File: src/fegp_pkg.sv
`timescale 1ns / 1ps
// ----------------------------------------------------------------------------
// fegp_pkg: shared types and constants of the flit exit guard
// Field widths, stream packing, status and port codes, and the
// request/status structs between the top level and the pairing table.
// ----------------------------------------------------------------------------
package fegp_pkg;

	// field widths
	localparam int KIND_W    = 3;
	localparam int ID_W      = 32;
	localparam int GEN_W     = 16;
	localparam int COORD_W   = 8;
	localparam int TARGET_W  = 2 * COORD_W;
	localparam int PAYLOAD_W = 64;
	localparam int PORT_W    = 3;
	localparam int ERR_W     = 3;

	// default number of pairing table entries
	localparam int TABLE_DEPTH_DEF = 16;

	// stream packing
	localparam int TDATA_RAW_W = ID_W + GEN_W + 2 * COORD_W + 1 + PAYLOAD_W;
	localparam int TDATA_W     = ((TDATA_RAW_W + 7) / 8) * 8;
	localparam int S_TUSER_W   = KIND_W;
	localparam int M_TUSER_W   = PORT_W + 1 + ERR_W;

	// bit offsets inside tdata, lowest field first
	localparam int ID_LSB      = 0;
	localparam int GEN_LSB     = ID_LSB + ID_W;
	localparam int TX_LSB      = GEN_LSB + GEN_W;
	localparam int TY_LSB      = TX_LSB + COORD_W;
	localparam int CODED_LSB   = TY_LSB + COORD_W;
	localparam int PAYLOAD_LSB = CODED_LSB + 1;

	// processing status carried by an incoming flit
	typedef enum logic [KIND_W-1:0] {
		KIND_ENCRYPT = 3'd0,
		KIND_ENCODE  = 3'd1,
		KIND_AUTH    = 3'd2,
		KIND_DECRYPT = 3'd3,
		KIND_VERIFY  = 3'd4
	} kind_t;

	// destination of a result
	typedef enum logic [PORT_W-1:0] {
		PORT_ENC  = 3'd0,
		PORT_AUTH = 3'd1,
		PORT_NET  = 3'd2,
		PORT_APP  = 3'd3,
		PORT_NONE = 3'd4
	} port_t;

	// error codes
	typedef enum logic [ERR_W-1:0] {
		ERR_OK      = 3'd0,
		ERR_NOMATCH = 3'd1,
		ERR_FULL    = 3'd2,
		ERR_STATUS  = 3'd3,
		ERR_DUP     = 3'd4
	} err_t;

	// pairing key of a stored flit
	typedef struct packed {
		logic                coded;
		logic [ID_W-1:0]     id;
		logic [GEN_W-1:0]    gen;
		logic [TARGET_W-1:0] target;
	} tbl_key_t;

	// table request: store a new entry or remove the matching one
	typedef struct packed {
		logic ins;
		logic del;
	} tbl_cmd_t;

	// table lookup status
	typedef struct packed {
		logic hit;
		logic full;
	} tbl_stat_t;

endpackage

File: src/fegp_ram.sv
`timescale 1ns / 1ps
// ----------------------------------------------------------------------------
// fegp_ram: generic single-write, single-read RAM
// One write port and one read port, read data registered.
// ----------------------------------------------------------------------------
module fegp_ram #(
	parameter int WIDTH = 8,
	parameter int DEPTH = 16
) (
	input  logic                     clk,
	input  logic                     we,
	input  logic [$clog2(DEPTH)-1:0] waddr,
	input  logic [WIDTH-1:0]         wdata,
	input  logic                     re,
	input  logic [$clog2(DEPTH)-1:0] raddr,
	output logic [WIDTH-1:0]         rdata
);

	logic [WIDTH-1:0] mem_q [DEPTH];

	// write port
	always_ff @(posedge clk) begin
		if (we) begin
			mem_q[waddr] <= wdata;
		end
	end

	// registered read port
	always_ff @(posedge clk) begin
		if (re) begin
			rdata <= mem_q[raddr];
		end
	end

endmodule

File: src/fegp_table.sv
`timescale 1ns / 1ps
// ----------------------------------------------------------------------------
// fegp_table: pairing table of stored data flits
// Keys sit in flops and are matched in parallel; generation and payload of
// each entry also sit in a RAM that is read when a matching entry is removed.
// ----------------------------------------------------------------------------
module fegp_table
	import fegp_pkg::*;
#(
	parameter int TABLE_DEPTH = TABLE_DEPTH_DEF
) (
	input  logic                 clk,
	input  logic                 arst_n,
	input  tbl_key_t             key,
	input  logic [PAYLOAD_W-1:0] payload,
	input  tbl_cmd_t             cmd,
	output tbl_stat_t            stat,
	output logic [GEN_W-1:0]     rd_gen,
	output logic [PAYLOAD_W-1:0] rd_payload
);

	localparam int IDX_W = $clog2(TABLE_DEPTH);
	localparam int RAM_W = GEN_W + PAYLOAD_W;

	logic [TABLE_DEPTH-1:0] valid_q;
	tbl_key_t               key_q [TABLE_DEPTH];
	logic [TABLE_DEPTH-1:0] match;
	logic [IDX_W-1:0]       hit_idx;
	logic [IDX_W-1:0]       free_idx;
	logic [RAM_W-1:0]       rdata;

	// parallel key compare, generation only counts for coded flits
	always_comb begin
		for (int i = 0; i < TABLE_DEPTH; i++) begin
			match[i] = valid_q[i] && (key_q[i].coded == key.coded)
				&& (key_q[i].id == key.id) && (key_q[i].target == key.target)
				&& (!key.coded || (key_q[i].gen == key.gen));
		end
	end

	// index of the matching entry, at most one can match
	always_comb begin
		hit_idx = '0;
		for (int i = 0; i < TABLE_DEPTH; i++) begin
			if (match[i]) begin
				hit_idx = hit_idx | IDX_W'(i);
			end
		end
	end

	// lowest free entry
	always_comb begin
		free_idx = '0;
		for (int i = TABLE_DEPTH - 1; i >= 0; i--) begin
			if (!valid_q[i]) begin
				free_idx = IDX_W'(i);
			end
		end
	end

	assign stat.hit  = |match;
	assign stat.full = &valid_q;

	// valid bits
	always_ff @(posedge clk or negedge arst_n) begin
		if (!arst_n) begin
			valid_q <= '0;
		end else if (cmd.ins) begin
			valid_q[free_idx] <= 1'b1;
		end else if (cmd.del) begin
			valid_q[hit_idx] <= 1'b0;
		end
	end

	// key store
	always_ff @(posedge clk) begin
		if (cmd.ins) begin
			key_q[free_idx] <= key;
		end
	end

	// generation and payload store
	fegp_ram #(
		.WIDTH(RAM_W),
		.DEPTH(TABLE_DEPTH)
	) u_ram (
		.clk  (clk),
		.we   (cmd.ins),
		.waddr(free_idx),
		.wdata({key.gen, payload}),
		.re   (cmd.del),
		.raddr(hit_idx),
		.rdata(rdata)
	);

	assign rd_gen     = rdata[RAM_W-1 -: GEN_W];
	assign rd_payload = rdata[PAYLOAD_W-1:0];

`ifndef NO_ASSERTIONS
	// duplicate keys are never stored, so at most one entry matches
	a_one_match: assert property (@(posedge clk) disable iff (!arst_n)
		$onehot0(match))
		else $error("more than one table entry matches the key");

	// a store only goes to a free entry and never duplicates a key
	a_ins_ok: assert property (@(posedge clk) disable iff (!arst_n)
		cmd.ins |-> (!stat.full && !stat.hit && !cmd.del))
		else $error("store into a full table or with a duplicate key");

	// a removal only touches a matching entry, which is gone afterwards
	a_del_ok: assert property (@(posedge clk) disable iff (!arst_n)
		cmd.del |-> (stat.hit ##1 !valid_q[$past(hit_idx)]))
		else $error("removal without a matching entry");
`endif

endmodule

File: src/flit_exit_guard_pairing.sv
`timescale 1ns / 1ps
// ----------------------------------------------------------------------------
// flit_exit_guard_pairing: exit guard that routes and pairs tagged flits
// Routes flits by status and pairs stored data flits with their MAC flits.
// ----------------------------------------------------------------------------
// A flit is taken into an input register, decided in one pass against the
// pairing table, and its result is held in an output register. A flit with
// one result frees the output register as soon as m_tready takes it, so
// flits can stream in every cycle while m_tready stays high and no pair is
// being sent. A MAC flit that finds its data flit gives two results (stored
// data flit first, then the MAC flit), which the output register presents
// one after the other. The stored generation and payload are read from the
// table as the MAC flit enters the output register. Table keys are
// matched in parallel. The table is usable right after reset, with no
// clearing time. The user must write encode_enable through cfg_we/cfg_wdata
// only while no flit is in flight; the block itself does not enforce this.
// ----------------------------------------------------------------------------
module flit_exit_guard_pairing
	import fegp_pkg::*;
#(
	parameter int TABLE_DEPTH = TABLE_DEPTH_DEF
) (
	input  logic                 clk,
	input  logic                 arst_n,
	// configuration: encode_enable
	input  logic                 cfg_we,
	input  logic                 cfg_wdata,
	// incoming flits
	input  logic                 s_tvalid,
	output logic                 s_tready,
	// tdata: flit_id, generation, target_x, target_y, coded, payload, zero fill
	input  logic [TDATA_W-1:0]   s_tdata,
	// tuser: kind
	input  logic [S_TUSER_W-1:0] s_tuser,
	// results
	output logic                 m_tvalid,
	input  logic                 m_tready,
	// tdata: id_out, generation_out, target_x_out, target_y_out, coded_out,
	//        payload_out, zero fill
	output logic [TDATA_W-1:0]   m_tdata,
	// tuser: dest_port, status_out, error_code
	output logic [M_TUSER_W-1:0] m_tuser,
	output logic                 m_tlast
);

	// configuration
	logic encode_enable_q;

	// input stage
	logic                 valid_s1;
	kind_t                kind_s1;
	logic [ID_W-1:0]      id_s1;
	logic [GEN_W-1:0]     gen_s1;
	logic [COORD_W-1:0]   tx_s1;
	logic [COORD_W-1:0]   ty_s1;
	logic                 coded_s1;
	logic [PAYLOAD_W-1:0] payload_s1;

	// output stage
	logic                 valid_s2;
	logic                 pair_s2;
	port_t                port_s2;
	logic                 status_s2;
	logic [ID_W-1:0]      id_s2;
	logic [GEN_W-1:0]     gen_s2;
	logic [COORD_W-1:0]   tx_s2;
	logic [COORD_W-1:0]   ty_s2;
	logic                 coded_s2;
	logic [PAYLOAD_W-1:0] payload_s2;
	err_t                 err_s2;

	// decision
	tbl_key_t             key;
	tbl_cmd_t             cmd;
	tbl_stat_t            stat;
	logic [GEN_W-1:0]     rd_gen;
	logic [PAYLOAD_W-1:0] rd_payload;
	port_t                port_d;
	logic                 status_d;
	logic                 coded_d;
	logic                 pair_d;
	logic                 ins_d;
	logic                 del_d;
	err_t                 err_d;
	logic                 out_done;
	logic                 s2_free;
	logic                 advance;

	// handshake
	assign out_done = valid_s2 && m_tready && !pair_s2;
	assign s2_free  = !valid_s2 || out_done;
	assign advance  = valid_s1 && s2_free;
	assign s_tready = !valid_s1 || s2_free;

	// configuration register
	always_ff @(posedge clk or negedge arst_n) begin
		if (!arst_n) begin
			encode_enable_q <= 1'b0;
		end else if (cfg_we) begin
			encode_enable_q <= cfg_wdata;
		end
	end

	// input stage control
	always_ff @(posedge clk or negedge arst_n) begin
		if (!arst_n) begin
			valid_s1 <= 1'b0;
		end else if (s_tready) begin
			valid_s1 <= s_tvalid;
		end
	end

	// input stage data
	always_ff @(posedge clk) begin
		if (s_tvalid && s_tready) begin
			kind_s1    <= kind_t'(s_tuser);
			id_s1      <= s_tdata[ID_LSB +: ID_W];
			gen_s1     <= s_tdata[GEN_LSB +: GEN_W];
			tx_s1      <= s_tdata[TX_LSB +: COORD_W];
			ty_s1      <= s_tdata[TY_LSB +: COORD_W];
			coded_s1   <= s_tdata[CODED_LSB];
			payload_s1 <= s_tdata[PAYLOAD_LSB +: PAYLOAD_W];
		end
	end

	// lookup key: stores use the class of their status, MAC flits their own flag
	always_comb begin
		key.coded  = (kind_s1 == KIND_ENCODE) ? 1'b1 :
			(kind_s1 == KIND_ENCRYPT) ? 1'b0 : coded_s1;
		key.id     = id_s1;
		key.gen    = gen_s1;
		key.target = {tx_s1, ty_s1};
	end

	// routing decision
	always_comb begin
		port_d   = PORT_APP;
		status_d = 1'b0;
		coded_d  = coded_s1;
		pair_d   = 1'b0;
		ins_d    = 1'b0;
		del_d    = 1'b0;
		err_d    = ERR_OK;
		case (kind_s1)
			KIND_ENCRYPT, KIND_ENCODE: begin
				if (kind_s1 == KIND_ENCRYPT && encode_enable_q) begin
					port_d   = PORT_ENC;
					status_d = 1'b1;
				end else if (stat.hit) begin
					err_d = ERR_DUP;
				end else if (stat.full) begin
					err_d = ERR_FULL;
				end else begin
					port_d  = PORT_AUTH;
					coded_d = key.coded;
					ins_d   = 1'b1;
				end
			end
			KIND_AUTH: begin
				if (stat.hit) begin
					port_d = PORT_NET;
					pair_d = 1'b1;
					del_d  = 1'b1;
				end else begin
					err_d = ERR_NOMATCH;
				end
			end
			KIND_DECRYPT, KIND_VERIFY: begin
				port_d = PORT_APP;
			end
			default: begin
				err_d = ERR_STATUS;
			end
		endcase
		if (err_d != ERR_OK) begin
			port_d = PORT_NONE;
		end
	end

	assign cmd.ins = advance && ins_d;
	assign cmd.del = advance && del_d;

	// pairing table
	fegp_table #(
		.TABLE_DEPTH(TABLE_DEPTH)
	) u_table (
		.clk       (clk),
		.arst_n    (arst_n),
		.key       (key),
		.payload   (payload_s1),
		.cmd       (cmd),
		.stat      (stat),
		.rd_gen    (rd_gen),
		.rd_payload(rd_payload)
	);

	// output stage control
	always_ff @(posedge clk or negedge arst_n) begin
		if (!arst_n) begin
			valid_s2 <= 1'b0;
			pair_s2  <= 1'b0;
		end else if (advance) begin
			valid_s2 <= 1'b1;
			pair_s2  <= pair_d;
		end else if (valid_s2 && m_tready) begin
			if (pair_s2) begin
				pair_s2 <= 1'b0;
			end else begin
				valid_s2 <= 1'b0;
			end
		end
	end

	// output stage data, error results carry an all-zero flit
	always_ff @(posedge clk) begin
		if (advance) begin
			port_s2 <= port_d;
			err_s2  <= err_d;
			if (err_d != ERR_OK) begin
				status_s2  <= 1'b0;
				id_s2      <= '0;
				gen_s2     <= '0;
				tx_s2      <= '0;
				ty_s2      <= '0;
				coded_s2   <= 1'b0;
				payload_s2 <= '0;
			end else begin
				status_s2  <= status_d;
				id_s2      <= id_s1;
				gen_s2     <= gen_s1;
				tx_s2      <= tx_s1;
				ty_s2      <= ty_s1;
				coded_s2   <= coded_d;
				payload_s2 <= payload_s1;
			end
		end
	end

	// result ports, the stored flit of a pair takes generation and payload
	// from the table
	assign m_tvalid = valid_s2;
	assign m_tlast  = !pair_s2;
	assign m_tuser  = {err_s2, status_s2, port_s2};
	assign m_tdata  = {
		{(TDATA_W - TDATA_RAW_W){1'b0}},
		pair_s2 ? rd_payload : payload_s2,
		coded_s2,
		ty_s2,
		tx_s2,
		pair_s2 ? rd_gen : gen_s2,
		id_s2
	};

`ifndef NO_ASSERTIONS
	// the first result of a pair is always followed by the second
	a_pair_follows: assert property (@(posedge clk) disable iff (!arst_n)
		(m_tvalid && m_tready && !m_tlast) |=> (m_tvalid && m_tlast))
		else $error("second result of a pair missing");

	// an error result goes nowhere and ends its request
	a_err_none: assert property (@(posedge clk) disable iff (!arst_n)
		(m_tvalid && err_s2 != ERR_OK) |-> (port_s2 == PORT_NONE && m_tlast))
		else $error("error result with a destination");

	// a pair is always sent to the network
	a_pair_net: assert property (@(posedge clk) disable iff (!arst_n)
		(m_tvalid && pair_s2) |-> (port_s2 == PORT_NET && err_s2 == ERR_OK))
		else $error("paired result not routed to the network");
`endif

endmodule
File: config.mk
export PLATFORM = sky130hd
export DESIGN_NAME = flit_exit_guard_pairing
export DESIGN_NICKNAME = d
export VERILOG_FILES = /design/src/fegp_pkg.sv /design/src/fegp_ram.sv /design/src/fegp_table.sv /design/src/flit_exit_guard_pairing.sv
export SDC_FILE = /design/constraint.sdc
export NUM_CORES = 2
export LEC_CHECK = 0
export ABC_AREA = 1
export BUFFER_PORTS_ARGS = -buffer_cell sky130_fd_sc_hd__buf_2
export CORE_UTILIZATION = 38
export CTS_CLUSTER_DIAMETER = 200
export DETAILED_ROUTE_END_ITERATION = 10
export HOLD_SLACK_MARGIN = 0.05
export SLEW_MARGIN = 10
export SYNTH_ARGS = -nofsm -noshare
export SYNTH_HDL_FRONTEND = slang
export SYNTH_SLANG_ARGS = --single-unit
File: constraint.sdc
create_clock -name clk -period 13.2 [get_ports clk]
set_input_delay 2.64 -clock clk [delete_from_list [all_inputs] [get_ports clk]]
set_output_delay 2.64 -clock clk [all_outputs]
set_load 0.05 [all_outputs]
# ---- Word-level counts from Yosys, hierarchy flattened
# Memory sizes are Yosys's and may differ from the RTL's. A register that Yosys moved wholly into a read port is not among the register bits.
# Index checks and enable logic that the tools add are counted.
dict set report word_totals {
  register_bits 288
  ram_bits 2320
  output_inout_bits 146
  word_cells 274
  mem_count 2
}
dict set report classes {
  n_lt_le_gt_ge 4
  n_eq_ne 69
  muxes 69
  bitwise 4
  reduce_logical 105
}
# memory words width read_ports rd_clocked_by_memory_dff wr line_no
set mem_list {}
lappend mem_list {u_table.u_ram.mem_q 16 80 1 1 1 fegp_ram.sv:19} ;# logic [WIDTH-1:0] mem_q [DEPTH];
lappend mem_list {u_table.key_q 16 65 16 0 1 fegp_table.sv:26} ;# tbl_key_t key_q [TABLE_DEPTH];
# operator count
set op_table {}
lappend op_table {{$eq 16x16->1} 32}
lappend op_table {{$eq 32x32->1} 16}
lappend op_table {{$mux 4} 24}
lappend op_table {{$logic_and 1x1->1} 73}
lappend op_table {{$mux 64} 1}
lappend op_table {{$mux 16} 3}
lappend op_table {{$mux 1} 25}
lappend op_table {{$logic_or 1x1->1} 18}
lappend op_table {{$mux 3} 6}
lappend op_table {{$and 16x16->16} 1}
lappend op_table {{$eq 1x1->1} 16}
lappend op_table {{$not 16->16} 1}
lappend op_table {{$or 16x16->16} 1}
lappend op_table {{$reduce_and 16->1} 1}
lappend op_table {{$reduce_or 16->1} 1}
lappend op_table {{$mux 2} 6}
lappend op_table {{$lt 4x5->1 const B} 2}
lappend op_table {{$pmux 3 s3} 1}
lappend op_table {{$demux 1 s4} 2}
lappend op_table {{$ge 4x1->1 const B} 2}
lappend op_table {{$eq 3x2->1 const B} 2}
lappend op_table {{$reduce_or 2->1} 3}
lappend op_table {{$logic_not 1->1} 4}
lappend op_table {{$pmux 2 s2} 1}
lappend op_table {{other kinds (8)} 9}

# ---- Longest topological paths before layout
dict set report logic_depth {
  depth_word 31
  depth_mapped 23
  ltp_nobuf 19
}

# ---- Cells and area by module
# A second synthesis with hierarchy kept.
dict set report unflattened {
  hier_cells 10416
  area_unflattened_um2 115195.5
}
# module instances cells_per_inst area_each_um2
set modules_own_cells {}
lappend modules_own_cells {fegp_ram 1 5255 56995.9}
lappend modules_own_cells {fegp_table 1 4301 47743.3}
lappend modules_own_cells {flit_exit_guard_pairing 1 860 10456.3}

# ---- Worst setup path before layout
# OpenSTA, ideal clock, no wires.
dict set report synth_timing {
  path_kind {input port to flip-flop}
  from {input port m_tready}
  to {memory u_table.key_q[0][0] (netlist name) (enable)}
  arrival_ns 15.120
  path_slack_ns -2.539
  stages 9
  n_path_buf 1
  cell_sequence {nand2_1 > o21ai_0 > inv_1 > nor2_1 > nand3_1 > inv_1 > buf_2 > nand2_1 > nor2_1}
}
dict set report synth_between {
  elab_chain_cells 7
}
# element line_no
set synth_lines {}
lappend synth_lines {{from (decl)} flit_exit_guard_pairing.sv:37} ;# input logic m_tready,
lappend synth_lines {{$logic_and 1x1->1 (2 in series)} flit_exit_guard_pairing.sv:90} ;# assign out_done = valid_s2 && m_tready && !pair_s2;
lappend synth_lines {{$logic_or 1x1->1} flit_exit_guard_pairing.sv:91} ;# assign s2_free = !valid_s2 || out_done;
lappend synth_lines {{$logic_and 1x1->1} flit_exit_guard_pairing.sv:92} ;# assign advance = valid_s1 && s2_free;
lappend synth_lines {{net advance} flit_exit_guard_pairing.sv:87} ;# logic advance;
lappend synth_lines {{$logic_and 1x1->1} flit_exit_guard_pairing.sv:180} ;# assign cmd.ins = advance && ins_d;
lappend synth_lines {{$mux 1} fegp_table.sv:77} ;# if (cmd.ins) begin
lappend synth_lines {{$mux 1 (implied by the code)} fegp_table.sv:78} ;# key_q[free_idx] <= key;
lappend synth_lines {{to (decl)} fegp_table.sv:26}
# The timed path passes the listed nets, and every way through them passes these cells.

# ---- Final worst setup path
dict set report layout_timing {
  from {register id_s1[23]}
  to {register u_table.u_ram.rdata[26] (read register of u_table.u_ram.mem_q) (data pin)}
}
dict set report layout_between {
  elab_chain_cells 19
  word_cells_on_any_way 83
  classes_between {16 x eq/ne; 17 x mux; 50 x reduce/logical}
}
# element line_no
set layout_lines {}
lappend layout_lines {{from (decl)} flit_exit_guard_pairing.sv:52} ;# logic [ID_W-1:0] id_s1;
lappend layout_lines {{from (signal assigned)} flit_exit_guard_pairing.sv:117} ;# id_s1 <= s_tdata[ID_LSB +: ID_W];
lappend layout_lines {{$eq 32x32->1} fegp_table.sv:36} ;# && (key_q[i].id == key.id) && (key_q[i].target == key.target)
lappend layout_lines {{$logic_and 1x1->1 (2 in series)} fegp_table.sv:36}
lappend layout_lines {{$logic_and 1x1->1} fegp_table.sv:37} ;# && (!key.coded || (key_q[i].gen == key.gen));
lappend layout_lines {{$mux 1} fegp_table.sv:45} ;# if (match[i]) begin
lappend layout_lines {{$mux 2 (2 in series)} fegp_table.sv:45}
lappend layout_lines {{$mux 3 (4 in series)} fegp_table.sv:45}
lappend layout_lines {{$mux 4 (8 in series)} fegp_table.sv:45}
lappend layout_lines {{to (decl)} fegp_ram.sv:16} ;# output logic [WIDTH-1:0] rdata
# Parallel ways exist; a longest one is shown, timed or not.
# A chain may end at the register's enable or synchronous reset.

==> metrics.yaml <==
status: "finished, violations left"
violations: "design-rule violations"
required_ns: 13.94
first_global_vias: 71228
fin_total_pwr_mw: 19.51
die_h_um: 532.3
finalHoldViolations: 0
viasPerCell: 5.256
worstSkewPairLatency_ns: 0.88
gr-total-overflow: 0
synthAdderAreaFrac_pct: 0
io_buffers: 276
vias: 75401
min_period_ns: 7.171
slew_headroom_pct: 13.41
grt_use_met2_pct: 36.95
min_from: "valid_s1"
synth_xor_area_share_pct: 1.852
yosys_warnings: 0
r2r-start: "id_s1[23]"
wl_per_cell_um: 24.18
synthCells: 10183
fin_nets: 10552
place_area_sq_mm: 0.1115
clockBufferDepth: 4
synth_compound_area_share_pct: 1.900
powerDensity_mw_per_mm2: 162.5
ios: 291
synth_top_family_by_area: "simple AND/OR/NAND/NOR gates"
clkTransAtPathRegs_ns: 0.06
path_class: "reg2reg"
use_met3_pct: 3.898
cp-start-kind: "flip-flop"
async_flop_share_pct: 0.8224
cts_resized: 0
hp-class: "reg2reg"
synth_top_area_share_pct: 67.77
syn_area_per_cell_sq_um: 10.49
drv_cap: 0
slowest_delay_ns: 1.22
layout.cells.non_filler: 14345
synthTopCellsByArea: "edfxtp_1 (68%), nand2_1 (11%), nor2_1 (5.3%)"
drtIter0Drc: 9771
layout_common_cells: "nand2_1 (3253), edfxtp_1 (2412), nor2_1 (1497)"
core_area_sq_mm: 0.2796
synth.distinct_cells: 43
ant_nets: 0
tns_ns: 0
end_kind: "flip-flop"
synth_area_sq_mm: 0.1069
yosysTopAreaCell: "edfxtp_1"
cts-root-buf: "clkbuf_16"
ir_drop_mv: 0.1809
cts_buffers: 272
post-dp-hpwl_um: 187000
placementRows: 194
postCtsSetupBuffers: 0
cts_tree: "built"
drv_slew: 0
yosys.area_share.simple_pct: 22.90
worstMarginPinSlew_ns: 1.299
rsz0062_at_grt: "false"
worstPathCellList: "buf_4, clkinv_1, buf_4, o21ai_0, nor2_1, nand2_1, nor2_1, nand2_1, nor2_1, nand3_1, nand2_1, nor2_1, nand2_8, nor2_4, buf_4, buf_4, nand2_1, nand2_1, nor2_1, nor2_1, nor2_1, nand2_1"
cts_max_level: 5
leakagePower_nw: 47.71
synth_ff_type: "edfxtp_1"
setup_viol: 0
cp-startpoint: "id_s1[23]"
seq_area_frac_synth_pct: 68.24
layout_setup_ws_ns: 6.029
gr-usage-all-layers_pct: 23.82
grt_pass1_wl_um: 492100
antenna_found_initial: 21
max_freq_mhz: 139.4
stdcell_area_sq_mm: 0.1200
start_util_pct: 38.22
drtPass1Iterations: 9
crit_fanout: 121
crit_slowest_cell: "nor2_4"
drcViolationCount: 34
synth_edf_count: 2412
regToRegSetupSlack_ns: 6.03
crit_top_cell: "nor2_1"
grt_max_degree: 199
die_w_um: 532.3
pre_cts_ws_ns: 6.193
layout-drive-gt1-share_pct: 9.335
cts_sinks: 2432
routed_wl_um: 346900
muxShareOfSynthArea_pct: 0
worstPathArrival_ns: 7.91
met1_usage_pct: 32.92
areaGrowthSynthToFinish_pct: 12.33
busiest_layer: "met2"
skew_ns: 0.06408
die_area_sq_mm: 0.2834
endpoint: "u_table.u_ram.rdata[26]"
whs_ns: 0.5299
place_congestion: 0.8871
r2r_end: "u_table.u_ram.rdata[26]"
utilization_pct: 42.93
reg2reg_depth: 22
ys_seq_elements: 2432
period_share_pct: 54.33
layout_commonest_cell: "nand2_1"
hold_buffers: 0
fill_cells: 26175
dp.cells: 13856
[worst min path at each step]
stage,to,slack (ns),depth (start not counted)
2_1_floorplan,m_tvalid,0.46,2
3_3_place_gp,m_tvalid,0.49,2
3_5_place_dp,m_tvalid,0.52,2
4_1_cts,m_tvalid,0.53,2
5_1_grt,m_tvalid,0.57,2
6_report,m_tvalid,0.53,2
[Yosys cell counts (all sizes together), types with 4 or more instances]
cell / instances
nand3b: 5
or2: 22
o21ai: 302
nand2: 3265
o22ai: 35
xor2: 145
nand3: 1039
dfrtp: 20
inv: 699
xnor2: 81
edfxtp: 2412
a21boi: 5
a21oi: 30
nor3: 23
nor2: 1591
clkbuf: 52
nand4: 10
buf: 430
o211ai: 4
[critical path, delay by kind of cell (launching register included)]
| family | cells | cell delay [ns] |
|---|---|---|
| and+or+nand+nor | 16 | 3.21 |
| DFF | 1 | 0.33 |
| AOI/OAI and AO/OA | 1 | 0.19 |
| buffers and inverters | 5 | 3.15 |
[sequential cells by signal, indices dropped and copies added, names as in the netlist, 3 cells and up]
register             cells
u_table.key_q         1040
u_table.u_ram.mem_q   1024
u_table.u_ram.rdata     80
payload_s1              64
payload_s2              64
id_s1                   32
id_s2                   32
gen_s1                  16
gen_s2                  16
u_table.valid_q         16
tx_s1                    8
tx_s2                    8
ty_s1                    8
ty_s2                    8
err_s2                   3
kind_s1                  3
port_s2                  3
[cell families after synthesis]
logic type,Yosys count
and+or+nand+nor,5957
DFF,2432
buffers and inverters,1181
other,1
xor gates and xnor gates,226
AOI/OAI and AO/OA,386
[layer usage]
metal	up-vias	share of wire [%]
li1	34136	-
met1	36749	41
met2	3776	44
met3	740	9.4
met4	0	4.8
met5	-	0
[where the power goes]
part,internal [mW],switching [mW],leakage [nW]
combinational,0.525,2.28,21.5
sequential,9.06,0.234,22.0
clock,4.30,3.10,4.18
[final cells by class]
type	instances	area (sq um)	area share (%)
flip-flops and latches	2432	72930	60.76
clock inverters	130	1166	0.9714
multi-input cells	6576	28580	23.81
diodes	5	12.51	0.01042
clock buffers	353	7352	6.125
well taps	3724	4659	3.882
repair buffers	426	2582	2.151
inverters	699	2751	2.292
Power figures use the tool's default switching activity.
